[src/mvt_pkg.sv]
// Shared constants and types for the 4x4 matrix-vector transform unit.
// Depends on nothing; every other file imports it.
`timescale 1ns / 1ps

package mvt_pkg;

	// Number format
	localparam int FRAC_BITS  = 16;
	localparam int DATA_WIDTH = 32;

	// Fixed slot and register sizes
	localparam int SLOT_W   = 32;
	localparam int REG_W    = 2 * SLOT_W;
	localparam int NUM_REGS = 8;
	localparam int IDX_W    = 4;
	localparam int REG_SEL_W = $clog2(NUM_REGS);
	localparam int NUM_ROWS = 4;
	localparam int NUM_COLS = 4;

	// Datapath widths
	localparam int PROD_W  = 2 * DATA_WIDTH;
	localparam int SUM_W   = PROD_W + 2;
	localparam int SHIFT_W = (SUM_W - FRAC_BITS > DATA_WIDTH) ?
		(SUM_W - FRAC_BITS) : (DATA_WIDTH + 1);

	// Stream payload widths
	localparam int IN_DATA_W  = NUM_COLS * SLOT_W;
	localparam int OUT_DATA_W = NUM_ROWS * SLOT_W;

	typedef logic signed [DATA_WIDTH-1:0] elem_t;
	typedef logic [NUM_COLS-1:0][DATA_WIDTH-1:0] vec_t;
	typedef logic [NUM_ROWS-1:0][NUM_COLS-1:0][DATA_WIDTH-1:0] mat_t;

	// Reset contents of one matrix register: the identity, 1.0 on the diagonal
	function automatic logic [REG_W-1:0] cfg_reset(input logic [REG_SEL_W-1:0] idx);
		logic [REG_W-1:0] one;
		logic [1:0]       row;
		one = REG_W'(1) << FRAC_BITS;
		row = idx[REG_SEL_W-1:1];
		if (idx[0] == row[1]) begin
			return row[0] ? (one << SLOT_W) : one;
		end
		return '0;
	endfunction

endpackage

[src/mvt_cfg.sv]
// Matrix register file: eight 64-bit registers, two elements each.
// Depends on mvt_pkg.
`timescale 1ns / 1ps

module mvt_cfg (
	input  logic                      clk,
	input  logic                      arst_n,
	input  logic                      cfg_we,
	input  logic [mvt_pkg::IDX_W-1:0] cfg_idx,
	input  logic [mvt_pkg::REG_W-1:0] cfg_data,
	output mvt_pkg::mat_t             mat
);
	import mvt_pkg::*;

	logic [REG_W-1:0] regs_q [NUM_REGS];

	// Write on enable; ignore indexes past the last register
	always_ff @(posedge clk or negedge arst_n) begin
		if (!arst_n) begin
			for (int i = 0; i < NUM_REGS; i++) begin
				regs_q[i] <= cfg_reset(REG_SEL_W'(i));
			end
		end else if (cfg_we && (cfg_idx < IDX_W'(NUM_REGS))) begin
			regs_q[cfg_idx[REG_SEL_W-1:0]] <= cfg_data;
		end
	end

	// Unpack elements: even column in the low half, odd column in the high half
	for (genvar r = 0; r < NUM_ROWS; r++) begin : g_row
		for (genvar c = 0; c < NUM_COLS; c++) begin : g_col
			assign mat[r][c] = regs_q[2 * r + c / 2][SLOT_W * (c % 2) +: DATA_WIDTH];
		end
	end

endmodule

[config.mk]
export PLATFORM = sky130hd
export DESIGN_NAME = mvt_cfg
export DESIGN_NICKNAME = d
export VERILOG_FILES = /design/src/mvt_pkg.sv /design/src/mvt_cfg.sv
export SDC_FILE = /design/constraint.sdc
export NUM_CORES = 1
export LEC_CHECK = 0
export ABC_AREA = 1
export BUFFER_PORTS_ARGS = -buffer_cell sky130_fd_sc_hd__buf_2
export CELL_PAD_IN_SITES_DETAIL_PLACEMENT = 2
export CELL_PAD_IN_SITES_GLOBAL_PLACEMENT = 2
export CORE_MARGIN = 2
export CORE_UTILIZATION = 30
export DETAILED_ROUTE_END_ITERATION = 7
export GPL_ROUTABILITY_DRIVEN = 0
export HOLD_SLACK_MARGIN = 0.02
export PLACE_DENSITY_LB_ADDON = 0.1
export RECOVER_POWER = 25
export SETUP_SLACK_MARGIN = 0.5
export SYNTH_ARGS = -nofsm -noshare
export SYNTH_HDL_FRONTEND = slang
export SYNTH_SLANG_ARGS = --single-unit
[constraint.sdc]
create_clock -name clk -period 0.9 [get_ports clk]
set_input_delay 0.18 -clock clk [delete_from_list [all_inputs] [get_ports clk]]
set_output_delay 0.18 -clock clk [all_outputs]
set_load 0.01 [all_outputs]
After elaboration in Yosys (flattened, before gate mapping)
Cells that the tools add are included.
{"block": "word_totals", "in_bits": 71, "reg_bits": 512, "out_inout_bits": 512}
{"block": "op_classes", "bitwise": 1, "mux": 3, "reduce_logical": 2, "magnitude_cmp": 3}
{"cell": "$bwmux W512", "count": 1}
{"cell": "$demux W64 S3", "count": 1}
{"cell": "$mux W64", "count": 1}
{"cell": "$ge A4 B4 Y1 const B", "count": 1}
{"cell": "$lt A4 B1 Y1 const B", "count": 1}
{"cell": "$lt A4 B4 Y1 const B", "count": 1}
{"cell": "$not A3 Y4", "count": 1}
{"cell": "$logic_and A1 B1 Y1", "count": 2}

Depth between registers and ports, before layout
Gate-level depths: netlist of the first run.
{"block": "logic_depth", "ltp_word": 6, "mapped_depth": 7, "ltp_nobuf": 5}

Least setup slack after synthesis of the first run
OpenSTA, ideal clock, no wires.
{"block": "synth_timing", "kind": "input -> register", "from": "input port cfg_idx[0] (netlist name)", "to": "register regs_q (netlist bit mat[195])", "arrival_ns": 1.044, "path_slack_ns": -0.209, "path_stages": 6, "required_ns": 0.835, "n_path_buf": 2, "setup_ns": 0.065, "cell_sequence": "buf_4 nand3_2 nor2_4 buf_6 nand2_1 nand2_1"}
{"block": "synth_between", "elab_chain_len": 6}
{"element": "from (decl)", "line": "mvt_cfg.sv:9", "source": "input logic [mvt_pkg::IDX_W-1:0] cfg_idx,"}
{"element": "$not A3 Y4 (implied by the code)", "line": "mvt_cfg.sv:24", "source": "regs_q[cfg_idx[REG_SEL_W-1:0]] <= cfg_data;"}
{"element": "$ge A4 B4 Y1 (implied by the code) / $lt A4 B1 Y1 (equally long branches)", "line": "mvt_cfg.sv:24"}
{"element": "$logic_and A1 B1 Y1 (implied by the code)", "line": "mvt_cfg.sv:24"}
{"element": "$mux W64 (implied by the code)", "line": "mvt_cfg.sv:24"}
{"element": "$demux W64 S3", "line": "mvt_cfg.sv:24"}
{"element": "$bwmux W512", "line": "mvt_cfg.sv:24"}
{"element": "to (signal, indexed assignment)", "line": "mvt_cfg.sv:21", "source": "regs_q[i] <= cfg_reset(REG_SEL_W'(i));"}
{"element": "to (signal, indexed assignment)", "line": "mvt_cfg.sv:24"}
{"element": "to (decl)", "line": "mvt_cfg.sv:15", "source": "logic [REG_W-1:0] regs_q [NUM_REGS];"}
Parallel ways exist; a longest one is shown, timed or not.
A chain may end at the register's enable or synchronous reset.

Worst setup path in the final report of the first run
{"block": "layout_timing", "from": "register regs_q (netlist bit mat[176])", "to": "output port mat[176] (netlist name)"}
{"element": "to (decl)", "line": "mvt_cfg.sv:11", "source": "output mvt_pkg::mat_t mat"}
No word-level cell between the ends.

==> impl_metrics.env, run 1 <==
export IMPL_drive_gt1_frac=0.406
export IMPL_stdcell_count=4182
export IMPL_mostFrequentLayoutCells="nand2_1 (1,180), dfrtp_1 (507), buf_4 (409), buf_6 (356), nand3_1 (256)"
export IMPL_synthTopCellsByArea="dfrtp_1 (63%), nand2_1 (24%), nand3_1 (6.3%), buf_2 (3.6%), buf_6 (0.67%)"
export IMPL_synth_cell_area_um2=20200
export IMPL_antenna_cells=0
export IMPL_avgSynthCellArea_um2=8.89
export IMPL_clk_path_buf_depth=3
export IMPL_viasPerCell=4.97
export IMPL_skew_ns=0
export IMPL_place_hpwl_um=65400
export IMPL_ios=583
export IMPL_endpoint_kind="output pin"
export IMPL_die_w_um=263
export IMPL_hold_slack_ns=-0.0921
export IMPL_num_vias=20804
export IMPL_first_pass_iters=5
export IMPL_rsz0062_at_grt="true"
export IMPL_outcome="finished, violations left"
export IMPL_layout_commonest_cell="nand2_1"
export IMPL_slew_viol_final=0
export IMPL_finalHoldViolCount=430
export IMPL_rows=95
export IMPL_slowest_delay_ns=0.55
export IMPL_area_delta_synth_final_pct=65.3
export IMPL_largest_register_ffs=512
export IMPL_grt_max_degree=65
export IMPL_power_mw=81.7
export IMPL_crit_path_cell_trace="buf_6"
export IMPL_fillers=6979
export IMPL_fmax_ghz=0.678
export IMPL_ant_nets=0
export IMPL_yosysWarnings=0
export IMPL_violations="hold timing, setup timing"
export IMPL_worstPathArrival_ns=1.29
export IMPL_cp_slowest_cell="dfstp_2"
export IMPL_grt_pass1_vias=21677
export IMPL_cts_sinks=512
export IMPL_drc=0
export IMPL_ff2ff_setup_slack_ns=-0.06
export IMPL_min_path_type="input pin to flop"
export IMPL_start_util=0.302
export IMPL_layout_nets=3335
export IMPL_use_met2=0.503
export IMPL_finalCritPeriodShare=1.64
export IMPL_cts_root_buffer="clkbuf_16"
export IMPL_final_area_um2=33400
export IMPL_relSlewSlack=0.328
export IMPL_yosys_area_top_type="dfrtp_1"
export IMPL_grt_use_met1=0.354
export IMPL_yosysTopAreaCellShare=0.630
export IMPL_required_ns=0.72
export IMPL_antenna_found_initial=1
export IMPL_detail_route_wl_per_cell_um=27.4
export IMPL_die_area_um2=69400
export IMPL_clock_latency_ns=0.62
export IMPL_core_um2=66900
export IMPL_setup_ws_ns=-0.574
export IMPL_use_met3=0.0707
export IMPL_p_leak_nw=18.4
export IMPL_ys_seq_area_frac=0.635
export IMPL_critPathMaxFanout=2
export IMPL_syn_num_nets=2342
export IMPL_dpl_cell_area_um2=24900
export IMPL_ys_ff_latch=512
export IMPL_crit_path_start_kind="flop"
export IMPL_dr_first_iter_drc_count=1083
export IMPL_criticalPathCategory="flop to output pin"
export IMPL_setup_viol=854
export IMPL_grt_overflow=0
export IMPL_critPathTopFamily="flip-flops"
export IMPL_ys_types=16
export IMPL_io_buffers=582
export IMPL_clkTransAtPathRegs_ns=0.06
export IMPL_syn_inst=2271
export IMPL_die_h_um=263
export IMPL_peakVddDrop_uv=1610
export IMPL_dp_cells=3648
export IMPL_finalSetupTns_ns=-243.40
export IMPL_max_cap_violations=0
export IMPL_worst_pin_slew_ns=1.01
export IMPL_routed_wl_um=115000
export IMPL_ctsHtreeMaxLevel=2
export IMPL_cts_buffers_inserted=59
export IMPL_grt_pass1_wl_um=150000
export IMPL_period_needed_ns=1.47
export IMPL_path_buf_inv=1
export IMPL_grt_usage=0.290
export IMPL_pwr_density_cell_nw_per_um2=2450
export IMPL_grt_busiest_layer="met2"
export IMPL_cts_tree="done"
==> kinds of logic (layout without fill, tap and decap cells) <==
family | Yosys count | after routing | share of synthesized area
AND/OR/NAND/NOR | 1560 | 1560 | 0.312
buffers and inverters | 199 | 1237 | 0.0534
flip-flops | 512 | 512 | 0.635
==> timing repair <==
item / in CTS / in global routing
gates resized for setup: 587 / 180
pin swaps: 22 / 33
buffers inserted: 195 / 205
endpoints found under the hold margin: 1024 / 1010
gates cloned: 14 / 14
endpoints found under the setup margin: 1024 / 1024
==> cell type report <==
class	count	area [um2]	share of cell area
Clock buffer	95	1790	0.0538
Tap cell	873	1090	0.0327
Inverter	6	31.3	0.000938
Sequential cell	512	12800	0.384
Timing Repair Buffer	1125	10700	0.320
Multi-Input combinational cell	1560	6850	0.205
Clock inverter	11	80.1	0.00240
==> report_power, final <==
| part | switching (mW) | internal (mW) |
|---|---|---|
| Combinational | 12.7 | 13.4 |
| Sequential | 3.76 | 27.8 |
| Clock | 10.3 | 13.8 |
| Total | 26.8 | 55.0 |
==> cell usage after synthesis <==
master / n
nand2_1: 1284
dfrtp_1: 508
nand3_1: 256
buf_2: 147
clkbuf_1: 19
buf_4: 15
buf_6: 12
nand3_2: 7
nor2_4: 6
dfstp_2: 4
inv_2: 4
inv_1: 2
nand2_2: 2
nor2_1: 2
nor2_2: 2
nor2_8: 1
==> path summary, 6_finish.rpt <==
kind / from / end / cells past startpoint
worst max-delay path: mat[176]$_DFFE_PN1P_ / mat[176] / 1
worst min-delay path: cfg_data[17] / mat[337]$_DFFE_PN0P_ / 3
worst max register to register: mat[260]$_DFFE_PN0P_ / mat[260]$_DFFE_PN0P_ / 4
worst min register to register: mat[323]$_DFFE_PN0P_ / mat[323]$_DFFE_PN0P_ / 2
max in group asynchronous: arst_n / mat[11]$_DFFE_PN0P_ / 3
min in group asynchronous: arst_n / mat[91]$_DFFE_PN0P_ / 2
==> stage by stage <==
step / setup slack [ns] / hold WS [ns] / util
finish: -0.574 / -0.0921 / 0.499
global route: -0.609 / -0.101 / 0.499
CTS: -0.597 / -0.429 / 0.460
detailed placement: -0.537 / 0.246 / 0.372
global placement: -0.452 / 0.249 / 0.372
floorplan: -0.103 / -0.116 / -
==> routing by layer <==
| layer | vias up | share of wire | routed length, um |
|---|---|---|---|
| met2 | 621 | 0.50 | 57900 |
| met5 | - | 0 | 0 |
| met1 | 10966 | 0.39 | 44600 |
| met4 | 0 | 0.046 | 5280 |
| li1 | 8972 | - | - |
| met3 | 245 | 0.060 | 6870 |
No activity file was read; power rests on OpenSTA's default activity.
==> run 2: changes to the inputs <==
==> constraint.sdc (replaced) <==
create_clock -name clk -period 0.9 [get_ports clk]
set_input_delay 0 -clock clk [delete_from_list [all_inputs] [get_ports clk]]
set_output_delay 0 -clock clk [all_outputs]
set_load 0.01 [all_outputs]
==> impl_metrics.env, run 2 (synthesis gave the netlist of run 1 again) <==
export IMPL_slowest_delay_ns=0.57
export IMPL_ios=583
export IMPL_peakVddDrop_uv=1660
export IMPL_drc=0
export IMPL_ant_nets=0
export IMPL_first_pass_iters=5
export IMPL_criticalPathCategory="flop to output pin"
export IMPL_worstPathArrival_ns=1.31
export IMPL_grt_pass1_vias=21348
export IMPL_period_needed_ns=1.31
export IMPL_slew_viol_final=0
export IMPL_grt_max_degree=75
export IMPL_dr_first_iter_drc_count=936
export IMPL_rsz0062_at_grt="true"
export IMPL_violations="hold timing, setup timing"
export IMPL_drive_gt1_frac=0.387
export IMPL_largest_register_ffs=512
export IMPL_setup_viol=516
export IMPL_min_path_type="input pin to asynchronous set/reset pin"
export IMPL_grt_pass1_wl_um=144000
export IMPL_dpl_cell_area_um2=24800
export IMPL_final_area_um2=32100
export IMPL_antenna_found_initial=6
export IMPL_ctsHtreeMaxLevel=2
export IMPL_num_vias=20159
export IMPL_die_w_um=263
export IMPL_crit_path_cell_trace="buf_6"
export IMPL_cts_buffers_inserted=58
export IMPL_dp_cells=3641
export IMPL_place_hpwl_um=65200
export IMPL_max_cap_violations=0
export IMPL_ff2ff_setup_slack_ns=-0.05
export IMPL_p_leak_nw=17.6
export IMPL_area_delta_synth_final_pct=59.0
export IMPL_finalHoldViolCount=571
export IMPL_grt_usage=0.278
export IMPL_clkTransAtPathRegs_ns=0.06
export IMPL_layout_nets=3286
export IMPL_routed_wl_um=105000
export IMPL_hold_slack_ns=-0.791
export IMPL_detail_route_wl_per_cell_um=25.3
export IMPL_fmax_ghz=0.764
export IMPL_start_util=0.302
export IMPL_die_h_um=263
export IMPL_critPathTopFamily="flip-flops"
export IMPL_relSlewSlack=0.394
export IMPL_mostFrequentLayoutCells="nand2_1 (1,181), dfrtp_1 (508), buf_6 (431), buf_4 (299), buf_2 (260)"
export IMPL_crit_path_start_kind="flop"
export IMPL_layout_commonest_cell="nand2_1"
export IMPL_core_um2=66900
export IMPL_die_area_um2=69400
export IMPL_io_buffers=582
export IMPL_fillers=7151
export IMPL_skew_ns=0
export IMPL_cts_hold_buf=13
export IMPL_endpoint_kind="output pin"
export IMPL_worst_pin_slew_ns=0.910
export IMPL_cp_slowest_cell="dfstp_2"
export IMPL_setup_ws_ns=-0.409
export IMPL_clk_path_buf_depth=3
export IMPL_stdcell_count=4135
export IMPL_regArea_um2=12800
export IMPL_cts_tree="done"
export IMPL_viasPerCell=4.88
export IMPL_outcome="finished, violations left"
export IMPL_cts_root_buffer="clkbuf_16"
export IMPL_clock_latency_ns=0.62
export IMPL_multi_input_comb_area_um2=6710
export IMPL_cts_sinks=512
export IMPL_required_ns=0.90
export IMPL_grt_overflow=0
export IMPL_critPathMaxFanout=2
export IMPL_path_buf_inv=1
export IMPL_rows=95
export IMPL_finalCritPeriodShare=1.45
export IMPL_pwr_density_cell_nw_per_um2=2530
## run 2: changes by cell type in the layout (fill, tap and decap cells not counted), sizes merged, moves of 2 or more
| cell | before | now |
|---|---|---|
| diode | 0 | 3 |
| buf | 1104 | 1038 |
| clkinv | 10 | 6 |
| clkbuf | 114 | 124 |
| bufbuf | 2 | 0 |
| dlygate4sd3 | 0 | 13 |
## run 2: repair_timing
action / CTS / global route
gates cloned: 0 / 0
resized for setup: 542 / 225
pin swaps: 25 / 48
endpoints found under the hold margin: 1024 / 922
setup endpoints to repair: 1024 / 1033
buffers inserted: 181 / 193
## run 2: worst paths after layout
| check | endpoint | cells after the start | start |
|---|---|---|---|
| setup / recovery | mat[16] | 1 | mat[16]$_DFFE_PN1P_ |
| hold / removal | mat[470]$_DFFE_PN0P_ | 1 | arst_n |
| setup reg to reg | mat[108]$_DFFE_PN0P_ | 4 | mat[108]$_DFFE_PN0P_ |
| hold reg to reg | mat[239]$_DFFE_PN0P_ | 2 | mat[239]$_DFFE_PN0P_ |
| max in group asynchronous | mat[373]$_DFFE_PN0P_ | 3 | arst_n |
| min in group clk | mat[376]$_DFFE_PN0P_ | 3 | cfg_data[56] |
## run 2: metrics by stage
step                      total power, mW  TNS [ns]  worst slack, ns  utilization  hold slack [ns]
after CTS                            77.2   -140.91           -0.408        0.449           -0.801
after global placement               46.3   -137.01           -0.368        0.370           -0.147
after floorplan                      37.2         0           0.0771            -           -0.296
after detailed placement             47.0   -163.11           -0.459        0.370           -0.150
final                                81.4   -128.05           -0.409        0.480           -0.791
after global routing                 84.8   -145.66           -0.439        0.480           -0.804
## run 2: area by class of cell
| class | count | share of cell area |
|---|---|---|
| diodes | 3 | 0.000234 |
| clock buffers | 98 | 0.0569 |
| repair buffers | 1077 | 0.299 |
| inverters | 6 | 0.000818 |
| flip-flops and latches | 512 | 0.399 |
| clock inverters | 6 | 0.000935 |
| well taps | 873 | 0.0340 |
| multi-input cells | 1560 | 0.209 |
## run 2: where the power goes
group	switching, mW	internal, mW
sequential	3.73	27.8
clock	10.0	13.6
combinational	12.4	13.7
## run 2: metal layers
| layer | GRT usage | wire [um] |
|---|---|---|
| met5 | 0 | 13 |
| met4 | 0.112 | 5000 |
| met3 | 0.0777 | 6320 |
| met2 | 0.477 | 52700 |
| met1 | 0.329 | 40700 |
==> run 3: changes to the inputs <==
SKIP_CTS_REPAIR_TIMING = 1   (was not set)
==> impl_metrics.env, run 3 (synthesis gave the netlist of run 1 again) <==
export IMPL_hold_slack_ns=-0.358
export IMPL_skew_ns=0
export IMPL_dr_first_iter_drc_count=958
export IMPL_cp_slowest_cell="dfstp_2"
export IMPL_start_util=0.302
export IMPL_grt_max_degree=75
export IMPL_ant_nets=0
export IMPL_io_buffers=582
export IMPL_routed_wl_um=98100
export IMPL_required_ns=0.90
export IMPL_crit_path_start_kind="flop"
export IMPL_ctsHtreeMaxLevel=2
export IMPL_finalHoldViolCount=524
export IMPL_pwr_density_cell_nw_per_um2=2550
export IMPL_first_pass_iters=5
export IMPL_mostFrequentLayoutCells="nand2_1 (1,257), dfrtp_1 (508), buf_6 (331), buf_4 (296), buf_2 (270)"
export IMPL_critPathMaxFanout=2
export IMPL_critPathTopFamily="flip-flops"
export IMPL_cts_tree="done"
export IMPL_dp_slack_ns=-0.459
export IMPL_cts_root_buffer="clkbuf_16"
export IMPL_crit_path_cell_trace="buf_6"
export IMPL_cts_sinks=512
export IMPL_area_delta_synth_final_pct=52.0
export IMPL_use_met2=0.455
export IMPL_fillers=7241
export IMPL_setup_viol=787
export IMPL_grt_pass1_vias=19747
export IMPL_slowest_delay_ns=0.55
export IMPL_peakVddDrop_uv=1550
export IMPL_drc=0
export IMPL_setup_ws_ns=-0.373
export IMPL_die_h_um=263
export IMPL_grt_use_met1=0.326
export IMPL_fmax_ghz=0.786
export IMPL_p_leak_nw=17.0
export IMPL_grt_overflow=0
export IMPL_rows=95
export IMPL_drive_gt1_frac=0.348
export IMPL_die_area_um2=69400
export IMPL_finalCritPeriodShare=1.41
export IMPL_die_w_um=263
export IMPL_core_um2=66900
export IMPL_use_met3=0.0697
export IMPL_violations="hold timing, setup timing"
export IMPL_ios=583
export IMPL_path_buf_inv=1
export IMPL_slew_viol_final=0
export IMPL_dp_cells=3641
export IMPL_outcome="finished, violations left"
export IMPL_layout_nets=3163
export IMPL_place_hpwl_um=65200
export IMPL_clkTransAtPathRegs_ns=0.06
export IMPL_num_vias=19367
export IMPL_grt_busiest_layer="met2"
export IMPL_largest_register_ffs=512
export IMPL_stdcell_count=4012
export IMPL_viasPerCell=4.83
export IMPL_min_path_type="input pin to asynchronous set/reset pin"
export IMPL_criticalPathCategory="flop to output pin"
export IMPL_antenna_found_initial=6
export IMPL_endpoint_kind="output pin"
export IMPL_worst_pin_slew_ns=1.26
export IMPL_clk_path_buf_depth=3
export IMPL_layout_commonest_cell="nand2_1"
export IMPL_max_cap_violations=0
export IMPL_clock_latency_ns=0.62
export IMPL_worstPathArrival_ns=1.27
export IMPL_detail_route_wl_per_cell_um=24.5
export IMPL_period_needed_ns=1.27
export IMPL_grt_pass1_wl_um=138000
export IMPL_cts_buffers_inserted=58
export IMPL_relSlewSlack=0.161
export IMPL_rsz0062_at_grt="true"
export IMPL_grt_usage=0.265
-- run 3: changes by cell type in the layout (fill, tap and decap cells not counted), sizes merged --
cell / before / now
buf: 1038 / 951
clkbuf: 124 / 101
dlygate4sd3: 13 / 0
-- run 3: final cells by class --
class,count,area (um2),area share
Sequential cell,512,12800,0.418
Timing Repair Buffer,954,8400,0.274
Multi-Input combinational cell,1560,6480,0.211
Clock buffer,98,1830,0.0595
Tap cell,873,1090,0.0356
Clock inverter,6,30.0,0.000979
Inverter,6,26.3,0.000857
Antenna cell,3,7.51,0.000245
-- run 3: final timing paths --
check                                  endpoint  cells after the start                 start  slack [ns]
setup / recovery                        mat[16]                      1   mat[16]$_DFFE_PN1P_       -0.37
hold / removal             mat[470]$_DFFE_PN0P_                      1                arst_n       -0.36
setup reg to reg            mat[33]$_DFFE_PN0P_                      4   mat[33]$_DFFE_PN0P_        0.01
min in group clk           mat[371]$_DFFE_PN0P_                      3          cfg_data[51]       -0.26
max in group asynchronous  mat[170]$_DFFE_PN0P_                      3                arst_n       -0.16
hold reg to reg            mat[239]$_DFFE_PN0P_                      2  mat[239]$_DFFE_PN0P_        0.47
-- run 3: report_power, final --
| part | internal, mW | switching, mW |
|---|---|---|
| Clock | 13.6 | 9.91 |
| Combinational | 11.8 | 11.5 |
| Sequential | 27.8 | 3.51 |
| Total | 53.2 | 24.9 |
-- run 3: metal layers --
metal / vias to the layer above / wire [um]
met4: 2 / 4000
met3: 171 / 5850
li1: 8610 / -
met5: - / 13
met1: 10097 / 39200
met2: 487 / 49100
-- run 3: per-stage QoR --
stage	hold WS [ns]	cell area [um2]	setup TNS (ns)	util	power, mW
after floorplan	-0.296	20400	0	-	37.2
after global placement	-0.147	24800	-137.01	0.370	46.3
after detailed placement	-0.150	24800	-163.11	0.370	47.0
after CTS	-0.801	26600	-144.94	0.398	70.9
after global routing	-0.320	30700	-215.69	0.458	81.7
final	-0.358	30700	-145.70	0.458	78.1
